### src/esma_pkg.sv
// Package with shared types and constants of the encoder speed moving average.
`default_nettype none
package esma_pkg;

  // Field widths of the input and result items
  localparam int POS_W   = 32;
  localparam int TICK_W  = 32;
  localparam int SPEED_W = 16;

  // Speed scale of 1024 is a left shift by 10
  localparam int SPEED_SHIFT = 10;

  // Quotient bits produced for the speed division, one per cycle
  localparam int DIV_STEPS = 32;
  localparam int CNT_W     = 5;

  // Sequencer states
  typedef enum logic [2:0] {
    ST_IDLE,
    ST_PREP,
    ST_DIV,
    ST_WRB,
    ST_AVGP,
    ST_AVG,
    ST_FIN
  } esma_state_t;

endpackage
`default_nettype wire

### src/esma_in_if.sv
// Input channel interface: encoder position and tick count item.
`default_nettype none
interface esma_in_if;
  logic                                valid;
  logic                                ready;
  logic signed [esma_pkg::POS_W-1:0]   position;
  logic        [esma_pkg::TICK_W-1:0]  tick_count;

  modport source (output valid, output position, output tick_count, input ready);
  modport sink   (input valid, input position, input tick_count, output ready);
endinterface
`default_nettype wire

### src/esma_out_if.sv
// Result channel interface: average speed, instant speed and zero interval flag.
`default_nettype none
interface esma_out_if;
  logic                                 valid;
  logic                                 ready;
  logic signed [esma_pkg::SPEED_W-1:0]  average_speed;
  logic signed [esma_pkg::SPEED_W-1:0]  instant_speed;
  logic                                 zero_interval;

  modport source (output valid, output average_speed, output instant_speed,
                  output zero_interval, input ready);
  modport sink   (input valid, input average_speed, input instant_speed,
                  input zero_interval, output ready);
endinterface
`default_nettype wire

### src/encoder_speed_moving_average.sv
// Encoder speed estimator with a moving-average filter over recent speed samples.
//
// Usage: in_chan (valid/ready) carries position and tick_count. For each accepted
// item one result leaves on out_chan: the new speed sample
// (delta position * 1024 / delta ticks, truncated toward zero, wrapped to 16 bits),
// the mean of the last HISTORY_DEPTH samples (truncated toward zero) and a flag
// set when the tick delta was zero (sample forced to 0).
// After accept the sequencer steps through PREP, DIV, WRB, AVGP, AVG and FIN;
// the next item is accepted only once it is back in IDLE. The bit-serial
// restoring divider is run once for the speed quotient (32 steps) and once for
// the mean (SUMW steps), with SUMW = 16 + clog2(HISTORY_DEPTH).
// in_chan.ready is high only while the sequencer is idle; the block accepts the
// next item while a finished result still waits in the output register.
// If the receiver stalls, the next result is held internally until the output
// register frees up. Reset (rst_n low, synchronous) clears the last position,
// last tick, the speed ring, the ring index and the output valid.
`default_nettype none
module encoder_speed_moving_average #(
  parameter int HISTORY_DEPTH = 4
) (
  input  wire        clk,
  input  wire        rst_n,
  esma_in_if.sink    in_chan,
  esma_out_if.source out_chan
);

  localparam int IW   = $clog2(HISTORY_DEPTH);
  localparam int RW   = $clog2(HISTORY_DEPTH + 1);
  localparam int SUMW = esma_pkg::SPEED_W + $clog2(HISTORY_DEPTH);
  localparam int SW   = esma_pkg::SPEED_W;
  localparam int CW   = esma_pkg::CNT_W;

  esma_pkg::esma_state_t state_r, state_nxt;

  // Divider registers
  logic [31:0]     dvd_r;
  logic [31:0]     dvs_r;
  logic [31:0]     rem_r;
  logic [SW-1:0]   quo_r;
  logic [CW-1:0]   cnt_r;
  logic            neg_r;
  logic            zero_r;

  // History state
  logic [31:0]     last_pos_r;
  logic [31:0]     last_tick_r;
  logic [SW-1:0]   ring_r [HISTORY_DEPTH];
  logic [IW-1:0]   slot_r;
  logic [RW-1:0]   rd_idx_r;
  logic [SUMW-1:0] acc_r;
  logic [SW-1:0]   inst_r;

  // Output register
  logic            out_valid_r;
  logic [SW-1:0]   out_avg_r;
  logic [SW-1:0]   out_inst_r;
  logic            out_zero_r;

  logic            in_fire;
  logic            out_load;
  logic [31:0]     rem_sh;
  logic [32:0]     trial;
  logic            fits;
  logic [SW-1:0]   sample;
  logic [SW-1:0]   ring_rd;
  logic [SUMW-1:0] acc_mag;

  assign in_fire = in_chan.valid && in_chan.ready;

  // Restoring divider step: one quotient bit per cycle
  assign rem_sh = {rem_r[30:0], dvd_r[31]};
  assign trial  = {1'b0, rem_sh} - {1'b0, dvs_r};
  assign fits   = ~trial[32];

  // Signed speed sample from the magnitude quotient
  assign sample = zero_r ? '0 : (neg_r ? (~quo_r + 1'b1) : quo_r);

  // Ring read for the running sum
  assign ring_rd = ring_r[rd_idx_r[IW-1:0]];

  // Magnitude of the ring sum
  assign acc_mag = acc_r[SUMW-1] ? (~acc_r + 1'b1) : acc_r;

  // State register
  always_ff @(posedge clk) begin
    if (!rst_n) begin
      state_r <= esma_pkg::ST_IDLE;
    end else begin
      state_r <= state_nxt;
    end
  end

  // Next state and handshake controls
  always_comb begin
    state_nxt      = state_r;
    in_chan.ready  = 1'b0;
    out_load       = 1'b0;
    unique case (state_r)
      esma_pkg::ST_IDLE: begin
        in_chan.ready = 1'b1;
        if (in_chan.valid) state_nxt = esma_pkg::ST_PREP;
      end
      esma_pkg::ST_PREP: state_nxt = esma_pkg::ST_DIV;
      esma_pkg::ST_DIV: begin
        if (cnt_r == '0) state_nxt = esma_pkg::ST_WRB;
      end
      esma_pkg::ST_WRB:  state_nxt = esma_pkg::ST_AVGP;
      esma_pkg::ST_AVGP: state_nxt = esma_pkg::ST_AVG;
      esma_pkg::ST_AVG: begin
        if (cnt_r == '0) state_nxt = esma_pkg::ST_FIN;
      end
      esma_pkg::ST_FIN: begin
        if (!out_valid_r || out_chan.ready) begin
          out_load  = 1'b1;
          state_nxt = esma_pkg::ST_IDLE;
        end
      end
      default: state_nxt = esma_pkg::ST_IDLE;
    endcase
  end

  // History state with reset
  always_ff @(posedge clk) begin
    if (!rst_n) begin
      last_pos_r  <= '0;
      last_tick_r <= '0;
      slot_r      <= '0;
      for (int i = 0; i < HISTORY_DEPTH; i++) ring_r[i] <= '0;
    end else begin
      if (in_fire) begin
        last_pos_r  <= in_chan.position;
        last_tick_r <= in_chan.tick_count;
      end
      if (state_r == esma_pkg::ST_WRB) begin
        ring_r[slot_r] <= sample;
        slot_r <= (slot_r == IW'(HISTORY_DEPTH - 1)) ? '0 : slot_r + 1'b1;
      end
    end
  end

  // Divider and accumulator datapath
  always_ff @(posedge clk) begin
    case (state_r)
      esma_pkg::ST_IDLE: begin
        if (in_fire) begin
          dvd_r <= (in_chan.position - last_pos_r) << esma_pkg::SPEED_SHIFT;
          dvs_r <= in_chan.tick_count - last_tick_r;
        end
      end
      esma_pkg::ST_PREP: begin
        zero_r   <= (dvs_r == '0);
        neg_r    <= dvd_r[31] ^ dvs_r[31];
        dvd_r    <= dvd_r[31] ? (~dvd_r + 1'b1) : dvd_r;
        dvs_r    <= dvs_r[31] ? (~dvs_r + 1'b1) : dvs_r;
        rem_r    <= '0;
        quo_r    <= '0;
        cnt_r    <= CW'(esma_pkg::DIV_STEPS - 1);
        rd_idx_r <= '0;
        acc_r    <= '0;
      end
      esma_pkg::ST_DIV: begin
        rem_r <= fits ? trial[31:0] : rem_sh;
        quo_r <= {quo_r[SW-2:0], fits};
        dvd_r <= {dvd_r[30:0], 1'b0};
        cnt_r <= cnt_r - 1'b1;
        // sum the entries that stay in the ring, one per cycle
        if (rd_idx_r < RW'(HISTORY_DEPTH)) begin
          rd_idx_r <= rd_idx_r + 1'b1;
          if (rd_idx_r[IW-1:0] != slot_r) begin
            acc_r <= acc_r + {{(SUMW-SW){ring_rd[SW-1]}}, ring_rd};
          end
        end
      end
      esma_pkg::ST_WRB: begin
        inst_r <= sample;
        acc_r  <= acc_r + {{(SUMW-SW){sample[SW-1]}}, sample};
      end
      esma_pkg::ST_AVGP: begin
        neg_r <= acc_r[SUMW-1];
        dvd_r <= {acc_mag, {(32-SUMW){1'b0}}};
        dvs_r <= 32'(HISTORY_DEPTH);
        rem_r <= '0;
        quo_r <= '0;
        cnt_r <= CW'(SUMW - 1);
      end
      esma_pkg::ST_AVG: begin
        rem_r <= fits ? trial[31:0] : rem_sh;
        quo_r <= {quo_r[SW-2:0], fits};
        dvd_r <= {dvd_r[30:0], 1'b0};
        cnt_r <= cnt_r - 1'b1;
      end
      default: begin
      end
    endcase
  end

  // Output register
  always_ff @(posedge clk) begin
    if (!rst_n) begin
      out_valid_r <= 1'b0;
    end else if (out_load) begin
      out_valid_r <= 1'b1;
    end else if (out_chan.ready) begin
      out_valid_r <= 1'b0;
    end
  end

  always_ff @(posedge clk) begin
    if (out_load) begin
      out_avg_r  <= neg_r ? (~quo_r + 1'b1) : quo_r;
      out_inst_r <= inst_r;
      out_zero_r <= zero_r;
    end
  end

  assign out_chan.valid         = out_valid_r;
  assign out_chan.average_speed = out_avg_r;
  assign out_chan.instant_speed = out_inst_r;
  assign out_chan.zero_interval = out_zero_r;

endmodule
`default_nettype wire

### src/flat_wrapper.sv
// flat-port wrapper written by rule: the top's interface ports become plain ports
module encoder_speed_moving_average_flat 
#(
  parameter int HISTORY_DEPTH = 4
)
  (clk, rst_n, in_chan_valid, in_chan_position, in_chan_tick_count, in_chan_ready, out_chan_valid, out_chan_average_speed, out_chan_instant_speed, out_chan_zero_interval, out_chan_ready);
  esma_in_if in_chan_i ();
  esma_out_if out_chan_i ();
  input  wire clk;
  input  wire rst_n;
  input wire logic [$bits(in_chan_i.valid)-1:0] in_chan_valid;
  input wire logic [$bits(in_chan_i.position)-1:0] in_chan_position;
  input wire logic [$bits(in_chan_i.tick_count)-1:0] in_chan_tick_count;
  output wire logic [$bits(in_chan_i.ready)-1:0] in_chan_ready;
  output wire logic [$bits(out_chan_i.valid)-1:0] out_chan_valid;
  output wire logic [$bits(out_chan_i.average_speed)-1:0] out_chan_average_speed;
  output wire logic [$bits(out_chan_i.instant_speed)-1:0] out_chan_instant_speed;
  output wire logic [$bits(out_chan_i.zero_interval)-1:0] out_chan_zero_interval;
  input wire logic [$bits(out_chan_i.ready)-1:0] out_chan_ready;
  assign in_chan_i.valid = in_chan_valid;
  assign in_chan_i.position = in_chan_position;
  assign in_chan_i.tick_count = in_chan_tick_count;
  assign in_chan_ready = in_chan_i.ready;
  assign out_chan_valid = out_chan_i.valid;
  assign out_chan_average_speed = out_chan_i.average_speed;
  assign out_chan_instant_speed = out_chan_i.instant_speed;
  assign out_chan_zero_interval = out_chan_i.zero_interval;
  assign out_chan_i.ready = out_chan_ready;
  encoder_speed_moving_average #(.HISTORY_DEPTH(HISTORY_DEPTH)) u_core (.clk(clk), .rst_n(rst_n), .in_chan(in_chan_i), .out_chan(out_chan_i));
endmodule
### config.mk
export PLATFORM = sky130hd
export DESIGN_NAME = encoder_speed_moving_average_flat
export DESIGN_NICKNAME = d
export VERILOG_FILES = /design/src/esma_pkg.sv /design/src/esma_in_if.sv /design/src/esma_out_if.sv /design/src/encoder_speed_moving_average.sv /design/src/flat_wrapper.sv
export SDC_FILE = /design/constraint.sdc
export NUM_CORES = 1
export LEC_CHECK = 0
export ABC_AREA = 1
export BUFFER_PORTS_ARGS = -buffer_cell sky130_fd_sc_hd__buf_4
export CELL_PAD_IN_SITES_DETAIL_PLACEMENT = 1
export CELL_PAD_IN_SITES_GLOBAL_PLACEMENT = 1
export CORE_MARGIN = 8
export CORE_UTILIZATION = 51
export DETAILED_ROUTE_END_ITERATION = 16
export GPL_TIMING_DRIVEN = 0
export PLACE_DENSITY_LB_ADDON = 0.1
export SLEW_MARGIN = 30
export SYNTH_ARGS = -nofsm -noshare
export SYNTH_HDL_FRONTEND = slang
export SYNTH_SLANG_ARGS = --single-unit
### constraint.sdc
create_clock -name clk -period 9.1 [get_ports clk]
set_input_delay 0.455 -clock clk [delete_from_list [all_inputs] [get_ports clk]]
set_output_delay 0.455 -clock clk [all_outputs]
set_load 0.1 [all_outputs]
==> results.md <==
Outcome:
- The flow ran to the end, and the final reports show no timing, DRC or antenna violations.

Die:
- The die covers 47540 um2.
- The initial utilization of the core area, before any placement, comes to 0.5133.
- The horizontal extent of the die is 218.0 um.
- The placeable core region is 40550 um2.
- After floorplanning, the core was divided into 74 placement rows.
- The number of top-level pins is 103.
- The vertical extent of the die is 218.0 um.

GRT:
- The overall fraction of global-route tracks in use is 0.3121.
- The number of global-route vias before repair came to 21250.
- The first global-routing pass estimated 117100 um of wire.
- The number of antenna violations at the first check in global routing came to 0.
- The pin count of the biggest net entering global routing is 55.
- The global route total overflow is 0.

Critical path:
- The worst register-to-register path ends at u_core.acc_r[12].
- The largest fanout on the critical path is 10.
- For the worst setup path, the data required time is 9.43 ns.
- For the worst setup path, the data arrival time is 4.76 ns.
- The category of the worst setup path launch point is a flop.
- The worst register-to-register path has a depth of 18.
- The type of destination of the critical path is a flop.
- The critical path class is reg -> reg.
- The register-to-register path setup slack is 4.67 ns.

Layout:
- From synthesis to final layout, the design area changed by 13.37%.
- The layout cell share with drive strength beyond 1 is 0.07996.
- Counting the fill cells in the layout gives 5086.
- The finished cells cover 23600 um2.
- Leaving out fill and tap cells, the most frequent cells in the layout are 543 x sky130_fd_sc_hd__nand2_1, 326 x sky130_fd_sc_hd__nor2_1, 317 x sky130_fd_sc_hd__inv_1, 281 x sky130_fd_sc_hd__a21oi_1, 252 x sky130_fd_sc_hd__edfxtp_1.
- The commonest non-fill, non-tap cell in the layout is sky130_fd_sc_hd__nand2_1.
- The net count of the finished layout is 3016.
- For this run, the share of the core covered by cells in the final layout is 0.5819.
- 0 antenna diodes ended up in the layout.

CTS:
- The longest clock path from root to sink contains 3 buffers.
- The H-tree was split into 2 levels.
- The number of gates resized after CTS was 0.
- The clock reaches the later pin of the worst-skew pair after 0.57 ns.
- The number of buffers inserted during clock tree synthesis is 37.
- Counting every sink on the clock net gives 314.
- The cts-stage hold buffer count is 0.
- Post-CTS timing repair inserted 0 buffers for setup.
- In this run the clock root is driven by a sky130_fd_sc_hd__clkbuf_16.
- Clock-pin slew was measured on the worst setup and hold paths at 0.07 ns.
- The CTS tree is done.

Timing:
- For the pin with the worst max-slew slack, the measured transition is 1.012 ns.
- The final number of setup-violating endpoints is 0.
- The final setup skew is 0.02548 ns.
- The post-route setup TNS is 0 ns.
- The number of hold violations in the final report is 0.
- Setup repair after global routing left no endpoint under its margin.
- For the finished layout, the period the worst path requires is 4.431 ns.
- In the post-route analysis, the smallest setup slack over all paths is 4.669 ns.
- For this run, the top clock speed supported by timing is 225.7 MHz.
- Of the available clock period, the critical path in the final layout requires 0.4869.
- The headroom to the max-slew limit is 0.3253.
- The number of max-slew violations in the final report is 0.

Min path:
- Along the worst hold path, the cell count comes to 3.
- The class of the worst hold path is in -> reg.
- The worst hold path terminates at u_core.last_pos_r[0].
- In this run the most critical hold path is launched from in_chan_position[0].

Synth:
- After synthesis the netlist holds a flip-flop and latch count of 314.
- The number of cells produced by synthesis is 2698.
- The average instance in the mapped netlist occupies 7.716 um2.
- The cell area after synthesis is 20820 um2.
- The net count after synthesis is 2879.
- During synthesis, Yosys emitted a total of 0 warnings.
- The share of the Yosys chip area taken by registers is 0.4231.
- The netlist uses 56 different library cells.

Placement:
- The post-place instance area is 22300 um2.
- The placement-stage worst setup slack is 5.029 ns.
- At the end of routability-driven placement, the weighted congestion stood at 0.9434.
- The number of port buffers is 92.
- The post-detailed-placement half-perimeter wirelength is 58150 um.

Routing:
- The total vias in the final route is 20240.
- The final routed wire length divided by cell count is 22.16 um.
- The via-per-instance ratio is 5.959.
- The final routed wirelength across all metal layers is 75260 um.
- The antenna violation net count after detailed routing is 0.
- The first detailed-routing pass took 6 iterations.
- The detailed router finished its first iteration with 1757 violations.
- After detailed routing, the number of remaining DRC violations is 0.

Pwr:
- The highest ir drop seen on vdd is 0.0002368 V.
- The share of total power dissipated in sequential elements is 0.268.
- The switching power is 4.977 mW.
- Summed over all cells, the static leakage comes to 9.975 nW.
- The design draws 9.924 mW.
- The part of the total power dissipated in the clock network is 0.164.
- Of the total power, the share spent switching nets is 0.5015.
- The power density over cell area is 420.5 nW/um2.
- The share of total power dissipated in combinational logic is 0.568.
- The internal power is 4.947 mW.

Job:
- The tool flagged a number of max-cap violations equal to 0.
==> flip-flops by register name (all words and copies together), names as in the netlist, 2 cells and up, named ones only <==
signal                         count
u_core.quo_r                      16
u_core.cnt_r                       5
u_core.slot_r                      2
u_core.acc_r                      18
u_core.dvs_r                      32
u_core.out_chan.instant_speed     16
u_core.out_chan.average_speed     16
u_core.last_tick_r                32
u_core.last_pos_r                 22
u_core.dvd_r                      32
u_core.state_r                     3
u_core.inst_r                     16
u_core.ring_r                     64
u_core.rem_r                      31
u_core.rd_idx_r                    3
==> layout make-up <==
cell class / count / area, um2 / share of cell area
buffer: 65 / 319.1 / 0.01352
clock buffer: 43 / 969.7 / 0.04109
clock inverter: 25 / 331.6 / 0.01405
inverter: 327 / 1232 / 0.05222
multi-input combinational: 1992 / 10500 / 0.4448
sequential: 314 / 8808 / 0.3732
tap: 532 / 665.6 / 0.02820
timing repair buffer: 98 / 777.0 / 0.03292
==> routing by layer <==
| metal | global-route usage | share of wire | vias up |
|---|---|---|---|
| met3 | 0.04632 | 0.060 | 195 |
| met1 | 0.3945 | 0.42 | 9870 |
| met5 | 0 | 0 | - |
| li1 | - | - | 9475 |
| met2 | 0.5209 | 0.47 | 697 |
| met4 | 0.1476 | 0.048 | 0 |
==> critical path: stages (launching register included) <==
cell and delay (ns):
sky130_fd_sc_hd__dfxtp_1 0.30, sky130_fd_sc_hd__clkbuf_1 0.26, sky130_fd_sc_hd__inv_1 0.23, sky130_fd_sc_hd__clkbuf_1 0.49, sky130_fd_sc_hd__o21ai_0 0.26, sky130_fd_sc_hd__o22ai_1 0.22, sky130_fd_sc_hd__nand2_1 0.07, sky130_fd_sc_hd__o21ai_0 0.18
sky130_fd_sc_hd__ha_1 0.33, sky130_fd_sc_hd__fa_1 0.25, sky130_fd_sc_hd__nand3_1 0.09, sky130_fd_sc_hd__nand2_1 0.12, sky130_fd_sc_hd__a21oi_1 0.15, sky130_fd_sc_hd__o21ai_0 0.49, sky130_fd_sc_hd__nand2_1 0.15, sky130_fd_sc_hd__o21ai_0 0.34
sky130_fd_sc_hd__nand2_1 0.12, sky130_fd_sc_hd__inv_1 0.08, sky130_fd_sc_hd__nor2_1 0.05
==> cells in the mapped netlist (all sizes together) <==
| master | instances | area (um2) |
|---|---|---|
| nand2 | 550 | 2097 |
| nor2 | 341 | 1359 |
| inv | 327 | 1230 |
| a21oi | 284 | 1425 |
| o21ai | 257 | 1294 |
| edfxtp | 252 | 7567 |
| nand3 | 175 | 875.8 |
| ha | 109 | 1364 |
| dfxtp | 62 | 1241 |
| nor3 | 45 | 236.5 |
| clkbuf | 41 | 153.9 |
| xor2 | 33 | 289.0 |
| nand4 | 30 | 187.7 |
| buf | 24 | 163.9 |
| xnor2 | 23 | 201.4 |
| nand3b | 15 | 112.6 |
| o21a | 15 | 112.6 |
| o22ai | 13 | 81.33 |
| o21bai | 12 | 90.09 |
| o211ai | 9 | 67.56 |
| or2 | 9 | 56.30 |
| a22oi | 8 | 60.06 |
| a31oi | 8 | 50.05 |
| nor4 | 8 | 50.05 |
| a21o | 7 | 52.55 |
| o2bb2ai | 7 | 61.31 |
| a21boi | 5 | 37.54 |
| fa | 4 | 80.08 |
| a221o | 3 | 30.03 |
| nor3b | 3 | 22.52 |
| a211oi | 2 | 15.01 |
| a2bb2oi | 2 | 17.52 |
| and2 | 2 | 12.51 |
| mux2 | 2 | 22.52 |
| o2111ai | 2 | 17.52 |
| o31ai | 2 | 15.01 |
| o32ai | 2 | 17.52 |
| a32o | 1 | 10.01 |
| a32oi | 1 | 8.760 |
| a41oi | 1 | 8.760 |
| nand2b | 1 | 13.76 |
| o221ai | 1 | 8.760 |
==> per-stage QoR <==
stage | std cells | hold WS [ns]
2_1_floorplan | 2698 | 0.4003
3_3_place_gp | 3322 | 0.4040
3_5_place_dp | 3328 | 0.4062
4_1_cts | 3396 | 0.1433
5_1_grt | 3396 | 0.1706
6_report | 3396 | 0.1665
==> worst max-delay path by stage <==
stage / start / slack [ns] / cells past startpoint / to
2_1_floorplan: u_core.state_r[0] / 5.79 / 14 / u_core.acc_r[15]
3_3_place_gp: u_core.state_r[0] / 4.71 / 14 / u_core.acc_r[12]
3_5_place_dp: flop / 5.03 / 18 / u_core.acc_r[12]
4_1_cts: flop / 4.82 / 18 / u_core.acc_r[12]
5_1_grt: flop / 4.41 / 18 / u_core.acc_r[12]
6_report: flop / 4.67 / 18 / u_core.acc_r[12]
==> power groups by stage <==
stage	Sequential (mW)	Combinational, mW	Clock, mW
6_report	2.66	5.64	1.63
5_1_grt	2.70	6.19	1.69
4_1_cts	2.65	5.56	1.64
3_5_place_dp	2.67	5.46	0
3_3_place_gp	2.66	5.15	0
2_1_floorplan	2.57	3.76	0
==> kinds of logic (layout without fill, tap and decap cells) <==
kind of cell    count (synthesis)  in the layout  share of synthesized area
compound gates                642            642                     0.1672
xor+xnor                       56             56                    0.02356
fa+ha+maj                     113            113                    0.06936
buf+inv                       392            558                    0.07435
flops                         314            314                     0.4231
mux                             2              2                   0.001082
simple gates                 1179           1179                     0.2413
Note: power is estimated with default switching activity, not from simulation.
